### src/rtl/sorted_quartile_finder_macros.svh
// Assertion macros shared by the quartile finder RTL.
`ifndef SORTED_QUARTILE_FINDER_MACROS_SVH
`define SORTED_QUARTILE_FINDER_MACROS_SVH

// Same-cycle implication, checked outside reset
`define SQF_ASSERT_IMP(label, clk, rstn, ante, cons, msg) \
    label: assert property (@(posedge clk) disable iff (!(rstn)) (ante) |-> (cons)) \
        else $error(msg);

// Next-cycle implication, checked outside reset
`define SQF_ASSERT_NEXT(label, clk, rstn, ante, cons, msg) \
    label: assert property (@(posedge clk) disable iff (!(rstn)) (ante) |=> (cons)) \
        else $error(msg);

`endif

### src/rtl/sqf_pkg.sv
// Shared constants and types of the quartile finder.
package sqf_pkg;

    localparam int CAPACITY  = 64;
    localparam int SAMPLE_W  = 32;
    localparam int CNT_W     = $clog2(CAPACITY + 1);
    localparam int OUT_W     = 3 * SAMPLE_W;

    // Result status codes
    typedef enum logic [1:0] {
        ST_OK       = 2'd0,
        ST_EMPTY    = 2'd1,
        ST_OVERFLOW = 2'd2
    } status_t;

    // Per-cycle command broadcast to every cell of the chain
    typedef struct packed {
        logic ins;    // insert the broadcast sample in order
        logic shift;  // move every value one cell toward cell 0
    } cell_ctrl_t;

endpackage

### src/rtl/sqf_cell.sv
// One cell of the sorted insertion chain: holds a single value.
module sqf_cell (
    input  logic                                aclk,
    input  sqf_pkg::cell_ctrl_t                 ctrl,
    input  logic signed [sqf_pkg::SAMPLE_W-1:0] ins_value,
    input  logic                                occ,
    input  logic signed [sqf_pkg::SAMPLE_W-1:0] left_value,
    input  logic                                left_gt,
    input  logic signed [sqf_pkg::SAMPLE_W-1:0] right_value,
    output logic signed [sqf_pkg::SAMPLE_W-1:0] value,
    output logic                                gt
);
    import sqf_pkg::*;

    logic signed [SAMPLE_W-1:0] value_reg;
    logic signed [SAMPLE_W-1:0] value_next;

    // Empty cells and cells holding a larger value give way to the new sample
    assign gt    = !occ || (value_reg > ins_value);
    assign value = value_reg;

    // Take the right neighbor on drain, the left neighbor or the sample on insert
    always_comb begin
        value_next = value_reg;
        if (ctrl.shift) begin
            value_next = right_value;
        end else if (ctrl.ins && gt) begin
            value_next = left_gt ? left_value : ins_value;
        end
    end

    always_ff @(posedge aclk) begin
        value_reg <= value_next;
    end

endmodule

### config.mk
export PLATFORM = sky130hd
export DESIGN_NAME = sqf_cell
export DESIGN_NICKNAME = d
export VERILOG_FILES = /design/src/rtl/sorted_quartile_finder_macros.svh /design/src/rtl/sqf_pkg.sv /design/src/rtl/sqf_cell.sv
export SDC_FILE = /design/constraint.sdc
export NUM_CORES = 1
export LEC_CHECK = 0
export BUFFER_PORTS_ARGS = -buffer_cell sky130_fd_sc_hd__buf_4
export CORE_MARGIN = 10
export CORE_UTILIZATION = 47
export CTS_BUF_LIST = sky130_fd_sc_hd__clkbuf_8
export DETAILED_ROUTE_END_ITERATION = 16
export PLACE_DENSITY = 0.95
export SLEW_MARGIN = 20
export SYNTH_ARGS = -nofsm -noshare
export SYNTH_HDL_FRONTEND = slang
export SYNTH_SLANG_ARGS = --single-unit
### constraint.sdc
create_clock -name aclk -period 4.2 [get_ports aclk]
set_input_delay 0 -clock aclk [delete_from_list [all_inputs] [get_ports aclk]]
set_output_delay 0 -clock aclk [all_outputs]
set_load 0.1 [all_outputs]
==> results of run 1 <==
==> cell type report <==
class                           instances  area [um^2]
Fill cell                             381         1380
Multi-Input combinational cell        182         1350
Timing Repair Buffer                  145         1120
Sequential cell                        32          961
Inverter                               35          131
Tap cell                               70         87.6
Clock buffer                            5         68.8
Clock inverter                          2         8.76
==> Yosys cell counts, drive strengths merged, types with 3 or more instances <==
cell     n
nand3    5
ha      32
a21oi   14
nand4    6
clkbuf   8
mux2i   32
a21o     3
edfxtp  32
buf      3
nand2   38
o21ai   37
inv     35
==> layer usage <==
layer / up-vias / track usage [%]
li1: 1211 / -
met4: 0 / 6.94
met3: 19 / 6.70
met5: - / 0
met2: 96 / 31.6
met1: 1081 / 18.1
==> per-stage QoR <==
stage	hold slack [ns]	total power, W	util (%)	setup WS [ns]
after floorplan	0.187	0.000869	-	0.269
after global placement	0.279	0.00104	69.1	1.42
after detailed placement	0.283	0.00106	69.1	1.34
after CTS	0.00224	0.00129	72.9	1.32
after global routing	0.00134	0.00134	72.9	1.16
final	0.00154	0.00128	72.9	1.33
==> where the power goes <==
| part | internal (W) | total [W] | switching, W |
|---|---|---|---|
| clock network | 0.000110 | 0.000222 | 0.000112 |
| registers | 0.000403 | 0.000426 | 0.0000230 |
| logic | 0.000192 | 0.000632 | 0.000440 |
==> cell families (layout without fill, tap and decap cells) <==
group,after synthesis,count (layout),share of synthesized area (%)
adders and majority gates,32,32,16.2
buffers and inverters,46,187,7.13
and+or+nand+nor,56,56,10.7
AOI/OAI and AO/OA,62,62,14.2
DFF,32,32,38.8
muxes,32,32,12.9
==> critical path: cells and delay by family, from the launching register on <==
kind / cells / cell delay, ns
compound gates: 3 / 1.24
simple gates: 2 / 0.46
flops: 1 / 0.41
fa+ha+maj: 1 / 0.36
==> timing repair <==
item                                   4_1_cts  5_1_grt
endpoints found under the hold margin       12        0
hold buffers                                12        0
buffers inserted                             0        0
==> worst paths after layout <==
path / depth (start not counted) / endpoint / startpoint
max: 6 / value[20]$_DFFE_PP_ / value[15]$_DFFE_PP_
min: 3 / value[17]$_DFFE_PP_ / right_value[17]
max reg2reg: 6 / value[20]$_DFFE_PP_ / value[15]$_DFFE_PP_
min reg2reg: 5 / value[5]$_DFFE_PP_ / value[2]$_DFFE_PP_
==> results.md, run 1 <==
- Max Clock Skew: 0.00666 ns
- Vias in the first global route: 2634
- Max stage delay on crit path: 0.83 ns
- Total Die Area: 8570 um^2
- Ys Warns: 0
- Endpoint type of the worst setup path: flop
- Die height: 92.6 um
- Post-DP Area: 3530 um^2
- Cell area after synthesis: 2470 um^2
- Clk Latency, worst-skew pair: 0.28 ns
- Via-per-instance ratio: 5.11
- Most common cell after layout, fill and taps aside: buf_4
- Clk slew on worst S/H paths: 0.07 ns
- Io pins: 134
- Layout cells sized above 1: 35.9%
- Crit-path slowest cell: o21ai_4
- Clk root buf: clkbuf_8
- Min Tclk post-route: 2.87 ns
- Maxcap violations: 0
- N_diodes: 0
- Gr usage total: 17.6%
- Area leader, netlist: edfxtp_1
- FMAX: 349 MHz
- CTS H-tree lvls: 2
- CTS Sinks: 32
- Final std cells w/o fill: 471
- Fin Setup TNS: 0 ns
- Status: complete, no violations
- Crit path kind: reg -> reg
- Synth async-reset ratio: 0%
- Top cell type's share of synthesized area: 38.8%
- Critical Path AT: 2.77 ns
- Cells after DPL: 452
- Mapped Avg Cell Area: 9.52 um^2
- Synthesis-to-finish area growth: 50.5%
- Pins over their slew limit: 0
- Seq cells post-synth: 32
- DR WL met2: 3950 um
- GP Congestion: 0.743
- Wl on met1: 2980 um
- Register area share after synthesis: 38.8%
- Mapped Nets: 393
- Cell variety after synth: 25
- Top layer in use: met4
- Drt wl/cell: 16.6 um
- Starting Density: 48.5%
- DRC: 0
- TritonCTS clock tree: built
- Peak VDD IR: 0.222 mV
- Detail Route met3 WL: 698 um
- Number of port buffers: 133
- Static Leak: 1.92 nW
- 1st-iter DRT viols: 83
- CTS max path bufs: 2
- Synth area leaders: edfxtp_1 39%, ha_1 16%, mux2i_1 13%
- CP max FO: 32
- Critical Path Source Type: flop
- Vias post-DR: 2407
- Post-synth EDFFs: 32
- Detailed placer's ending HPWL: 6380 um
- Required @ worst endpoint: 4.10 ns
- Commonest non-fill, non-tap cells in the layout: 133 x buf_4, 38 x nand2_1, 36 x inv_1, 35 x o21ai_0
- Worst hold path type: in -> reg
- Largest net degree at the start of global routing: 66
- Ratio of total power to cell area: 344 nW/um^2
- Nets: 534
- Post_cts resized: 0
- Worst-Margin Slew: 1.04 ns
- Total CTS buffers: 5
- Finished layout cell area: 3720 um^2
- Number of flip-flops in the largest register: 32
- Drt first pass iters: 4
- First-pass GRT wire length: 12400 um
- Rel. slew slack: 30.3%
- Fin. Hold Viols: 0
- Cells after synthesis: 260
- Core box area: 5110 um^2
- Initial antenna violation count: 0
- Gr ovfl total: 0
- Top_reg_cell synth: edfxtp_1
- Routed Antenna Nets: 0
- Reg2reg setup slack: 1.33 ns
- Final WL: 7830 um
- Row count: 26
- Crit path cell chain: ha_1 > nand4_2 > nor4_2 > a211oi_1 > o211a_1 > o21ai_4
- Die extent in x: 92.6 um
- Fin crit share: 68.2%
- RSZ-0062 raised after global routing: no
- Final setup fails: 0
Note: power is estimated with default switching activity, not from simulation.
==> run 2: changes to the inputs <==
clock period = 2.7 ns   (was 4.2 ns; I/O delays follow)
==> run 2 against run 1 <==
Against the previous run:
- global-route usage is 0.27 points lower
- design area is 2.4% lower
- clock-buffer cell count stayed put
- combinational power is 55% higher
- via count is 1.0% higher
- sequential power is 55% higher
- total power is 55% higher
- die area stayed put
- largest cell class unchanged
- largest power group unchanged
- highest routed layer unchanged
==> results.md, run 2 (same netlist as run 1, synthesis figures left out) <==
- Status: complete, no violations
- Via-per-instance ratio: 5.25
- Die extent in x: 92.6 um
- Number of flip-flops in the largest register: 32
- Nets: 525
- Fill cells: 389
- Finished layout cell area: 3640 um^2
- Static Leak: 1.89 nW
- Commonest non-fill, non-tap cells in the layout: 135 x buf_4, 38 x nand2_1, 37 x inv_1, 35 x o21ai_0
- Vias post-DR: 2431
- Starting Density: 48.5%
- Fin. Hold Viols: 0
- Min Tclk post-route: 2.49 ns
- Clk Latency, worst-skew pair: 0.27 ns
- Detailed placer's ending HPWL: 6590 um
- N_diodes: 0
- Die height: 92.6 um
- CTS H-tree lvls: 2
- Pins over their slew limit: 0
- Drt first pass iters: 4
- Crit path cell chain: ha_1 > nand4_2 > nor4_2 > a211oi_1 > o211a_1 > o21ai_4 > buf_4
- Place WS: 0.224 ns
- Synthesis-to-finish area growth: 46.9%
- Critical Path AT: 2.43 ns
- Ratio of total power to cell area: 545 nW/um^2
- Initial antenna violation count: 0
- Core box area: 5110 um^2
- Maxcap violations: 0
- Hold Crit Depth: 3
- Most common cell after layout, fill and taps aside: buf_4
- 1st-iter DRT viols: 95
- Hold_sp: right_value[27]
- Crit path kind: reg -> reg
- FF-to-FF Start: value[15]$_DFFE_PP_
- Peak VDD IR: 0.351 mV
- Post-DP Area: 3550 um^2
- FMAX: 401 MHz
- Clk root buf: clkbuf_8
- Drt wl/cell: 16.9 um
- R2R depth: 7
- Rel. slew slack: 62.4%
- Number of port buffers: 133
- Fin crit share: 92.3%
- Required @ worst endpoint: 2.64 ns
- RSZ-0062 raised after global routing: no
- Total Die Area: 8570 um^2
- Final std cells w/o fill: 463
- Endpoint type of the worst setup path: flop
- Io pins: 134
- Total CTS buffers: 5
- DRC: 0
- Post-route setup slack: 0.207 ns
- Final setup fails: 0
- GP Congestion: 0.801
- Routed Antenna Nets: 0
- Gr usage total: 17.4%
- Final WL: 7840 um
- Fin Setup TNS: 0 ns
- Worst-Margin Slew: 0.565 ns
- Hold EP: value[27]$_DFFE_PP_
- Crit-path slowest cell: edfxtp_1
- CP max FO: 22
- Largest net degree at the start of global routing: 66
- TritonCTS clock tree: built
- Max Clock Skew: 0.0107 ns
- CTS max path bufs: 2
- First-pass GRT wire length: 12200 um
- Clk slew on worst S/H paths: 0.07 ns
- CTS Sinks: 32
- Worst r2r dst: value[2]$_DFFE_PP_
- Gr ovfl total: 0
- Row count: 26
- Max stage delay on crit path: 0.41 ns
- Total power: 0.00198 W
- Vias in the first global route: 2694
- Reg2reg setup slack: 0.21 ns
- Layout cells sized above 1: 37.2%
- Critical Path Source Type: flop
- Cells after DPL: 454
- Worst hold path type: in -> reg
[run 2: cell types whose count changed in the layout (fill, tap and decap cells not counted)]
| cell | change |
|---|---|
| dlygate4sd3_1 | -11 |
| clkinv_1 | +1 |
| o21ai_1 | -1 |
| clkinv_2 | -1 |
| inv_1 | +1 |
| o21ai_2 | +1 |
| buf_4 | +2 |
[run 2: power breakdown]
| group | leakage (nW) | switching, W | total [W] | internal [W] |
|---|---|---|---|---|
| logic | 1.51 | 0.000687 | 0.000979 | 0.000292 |
| registers | 0.332 | 0.0000353 | 0.000661 | 0.000626 |
| clock network | 0.0482 | 0.000171 | 0.000343 | 0.000172 |
[run 2: worst max-delay path by stage]
stage,depth (start not counted),from,to
global placement,7,value[27]$_DFFE_PP_,value[20]$_DFFE_PP_
finish,7,value[15]$_DFFE_PP_,value[2]$_DFFE_PP_
global route,7,value[15]$_DFFE_PP_,value[2]$_DFFE_PP_
floorplan,7,value[5]$_DFFE_PP_,value[0]$_DFFE_PP_
detailed placement,7,value[15]$_DFFE_PP_,value[16]$_DFFE_PP_
CTS,7,value[15]$_DFFE_PP_,value[2]$_DFFE_PP_
[run 2: metal layers]
layer	part of all wire (%)	GRT usage (%)	up-vias
met4	2.3	5.66	0
met1	37	16.8	1127
met3	7.5	5.25	14
met5	0	0	-
met2	53	33.9	96
li1	-	-	1194
[run 2: per-stage QoR]
stage               util, %  hold WS, ns
floorplan                 -        0.187
global placement       69.4        0.276
detailed placement     69.4        0.284
CTS                    71.2     0.000473
global route           71.2      0.00621
finish                 71.2      0.00652
[run 2: cell type report]
| type | count | area, um^2 | share of cell area [%] |
|---|---|---|---|
| Inverter | 35 | 131 | 3.61 |
| Tap cell | 70 | 87.6 | 2.41 |
| Clock inverter | 3 | 11.3 | 0.310 |
| Clock buffer | 5 | 68.8 | 1.89 |
| Timing Repair Buffer | 136 | 1020 | 28.1 |
| Sequential cell | 32 | 961 | 26.4 |
| Multi-Input combinational cell | 182 | 1350 | 37.2 |
[run 2: timing repair]
action                    4_1_cts  5_1_grt
resized for setup               0        0
hold endpoints to repair        1        0
hold buffers                    1        0
setup buffers                   0        0
[run 2: critical path, delay by kind of cell (launching register included)]
family                     cells  cell delay (ns)
buffers and inverters          1             0.33
and+or+nand+nor                2             0.51
AOI/OAI and AO/OA              3             0.56
DFF                            1             0.41
adders and majority gates      1             0.35
==> run 3: changes to the inputs <==
--- a/config.mk
+++ b/config.mk
@@ -13,2 +13,4 @@
 export PLACE_DENSITY = 0.95
+export RECOVER_POWER = 100
+export SETUP_SLACK_MARGIN = 0.5
 export SLEW_MARGIN = 20
==> constraint.sdc (replaced) <==
create_clock -name aclk -period 2.7 [get_ports aclk]
set_input_delay 0.405 -clock aclk [delete_from_list [all_inputs] [get_ports aclk]]
set_output_delay 0.405 -clock aclk [all_outputs]
set_load 0.1 [all_outputs]
==> run 3 against run 2 <==
Against the previous run:
- sequential power grew 1%
- wire length grew 4.7%
- clock skew shrank 0.0031 ns
- clock-buffer cell count is the same
- combinational power grew 9%
- flip-flop and latch count is the same
- first-iteration DRC count grew 16%
- final cell count grew 3.0%
- highest routed layer unchanged
==> results.md, run 3 (same netlist as run 1, synthesis figures left out) <==
- Status: complete, no violations
- Detailed placer's ending HPWL: 6220 um
- Worst hold path type: in -> reg
- Synthesis-to-finish area growth: 59.5%
- Clk Latency, worst-skew pair: 0.28 ns
- Ratio of total power to cell area: 530 nW/um^2
- Starting Density: 48.5%
- Crit-path slowest cell: edfxtp_1
- CTS hold repair buffers: 0
- Drt wl/cell: 17.2 um
- Buf/Inv on CP: 1
- Most common cell after layout, fill and taps aside: buf_4
- Endpoint type of the worst setup path: output pin
- Top delay family on crit path: compound AO/OA/AOI/OAI gates
- Gr usage total: 17.7%
- Commonest non-fill, non-tap cells in the layout: 117 x buf_4, 37 x nand2_1, 36 x inv_1, 35 x o21ai_0
- Post-DP Area: 3580 um^2
- Crit path kind: reg -> out
- Maxcap violations: 0
- Crit path cell chain: ha_1 > nand4_4 > nor4_4 > a211oi_2 > o211a_1 > o21ai_4 > buf_12
- Cells after DPL: 454
- 1st-iter DRT viols: 110
- Switching part of the total: 45.0%
- N_diodes: 0
- Fin crit share: 98.3%
- Finished layout cell area: 3950 um^2
- Largest net degree at the start of global routing: 66
- Hold_sp: right_value[18]
- Reg2reg setup slack: 0.12 ns
- Hold EP: value[18]$_DFFE_PP_
- R2R depth: 9
- Total CTS buffers: 5
- Hold Crit Depth: 3
- Combinational Power Share: 51.4%
- Total Die Area: 8570 um^2
- Worst r2r dst: value[20]$_DFFE_PP_
- Static Leak: 1.95 nW
- Final WL: 8210 um
- Fill cells: 376
- Max stage delay on crit path: 0.41 ns
- Core Util, Final: 77.3%
- Pins over their slew limit: 0
- FF-to-FF Start: value[12]$_DFFE_PP_
- Fin. Hold Viols: 0
- CTS H-tree lvls: 2
- Vias in the first global route: 2685
- Required @ worst endpoint: 2.30 ns
- Vias post-DR: 2463
- Core box area: 5110 um^2
- Routed Antenna Nets: 0
- Critical Path AT: 2.25 ns
- Io pins: 134
- DRC: 0
- Row count: 26
- Critical Path Source Type: flop
- Worst-Margin Slew: 1.20 ns
- TritonCTS clock tree: built
- Layout cells sized above 1: 37.3%
- GP Congestion: 0.790
- CTS max path bufs: 2
- Seq pwr share: 32.0%
- Number of port buffers: 133
- Critical Path Stages: 7
- Gr ovfl total: 0
- Number of flip-flops in the largest register: 32
- Die height: 92.6 um
- Internal power: 0.00115 W
- Max Clock Skew: 0.00759 ns
- Clock network power share: 16.5%
- Final std cells w/o fill: 477
- Clk slew on worst S/H paths: 0.07 ns
- Clk root buf: clkbuf_8
- Nets: 540
- FMAX: 377 MHz
- Min Tclk post-route: 2.65 ns
- Peak VDD IR: 0.299 mV
- RSZ-0062 raised after global routing: yes
- Initial antenna violation count: 0
- Final setup fails: 0
- Die extent in x: 92.6 um
- CTS Sinks: 32
- Rel. slew slack: 20.1%
- First-pass GRT wire length: 12500 um
- Drt first pass iters: 4
- CP max FO: 3
- Via-per-instance ratio: 5.16
- Psw: 0.000941 W
run 3: worst max-delay path by stage:
| stage | slack [ns] | startpoint | endpoint |
|---|---|---|---|
| finish | 0.05 | value[12]$_DFFE_PP_ | gt |
| global route | -0.04 | value[12]$_DFFE_PP_ | gt |
| CTS | 0.06 | value[6]$_DFFE_PP_ | gt |
| detailed placement | 0.07 | ins_value[14] | gt |
| global placement | 0.1 | ins_value[15] | gt |
| floorplan | -0.33 | value[5]$_DFFE_PP_ | value[0]$_DFFE_PP_ |
run 3: what timing repair did:
item                                    in CTS  in global routing
buffers inserted                             9                  4
pin swaps                                    5                  9
endpoints found under the setup margin      33                 33
gates cloned                                 3                  0
resized for setup                           14                 10
run 3: layer usage:
metal	wire length (um)	GRT usage (%)
met5	0	0
met4	170	5.14
met3	667	6.21
met2	4240	32.8
met1	3130	18.4
run 3: cell type report:
class	instances	area, um^2	area share (%)
flip-flops and latches	32	961	24.4
well taps	70	87.6	2.22
clock inverters	2	8.76	0.222
clock buffers	5	68.8	1.74
multi-input cells	182	1530	38.7
repair buffers	151	1160	29.4
inverters	35	131	3.33
run 3: through the flow:
stage | worst slack (ns) | TNS (ns) | hold slack, ns | power, W
floorplan | -0.334 | -10.99 | 0.592 | 0.00136
finish | 0.0454 | 0 | 0.407 | 0.00209
global placement | 0.0962 | 0 | 0.680 | 0.00163
global route | -0.0367 | -0.0367 | 0.414 | 0.00220
CTS | 0.0649 | 0 | 0.398 | 0.00209
detailed placement | 0.0681 | 0 | 0.688 | 0.00165
run 3: worst register-to-register path: stages (launching register included):
cell	delay (ns)
edfxtp_1	0.41
ha_1	0.36
nand4_4	0.15
nor4_4	0.31
a211oi_2	0.12
o211a_1	0.27
buf_4	0.15
o21ai_4	0.16
buf_6	0.12
bufbuf_16	0.25
run 3: power by group through the flow:
stage / sequential, W / clock (W) / combinational (W)
floorplan: 0.00110 / 0 / 0.000257
global placement: 0.000668 / 0 / 0.000964
detailed placement: 0.000673 / 0 / 0.000982
CTS: 0.000664 / 0.000352 / 0.00107
global route: 0.000676 / 0.000379 / 0.00114
finish: 0.000670 / 0.000346 / 0.00107
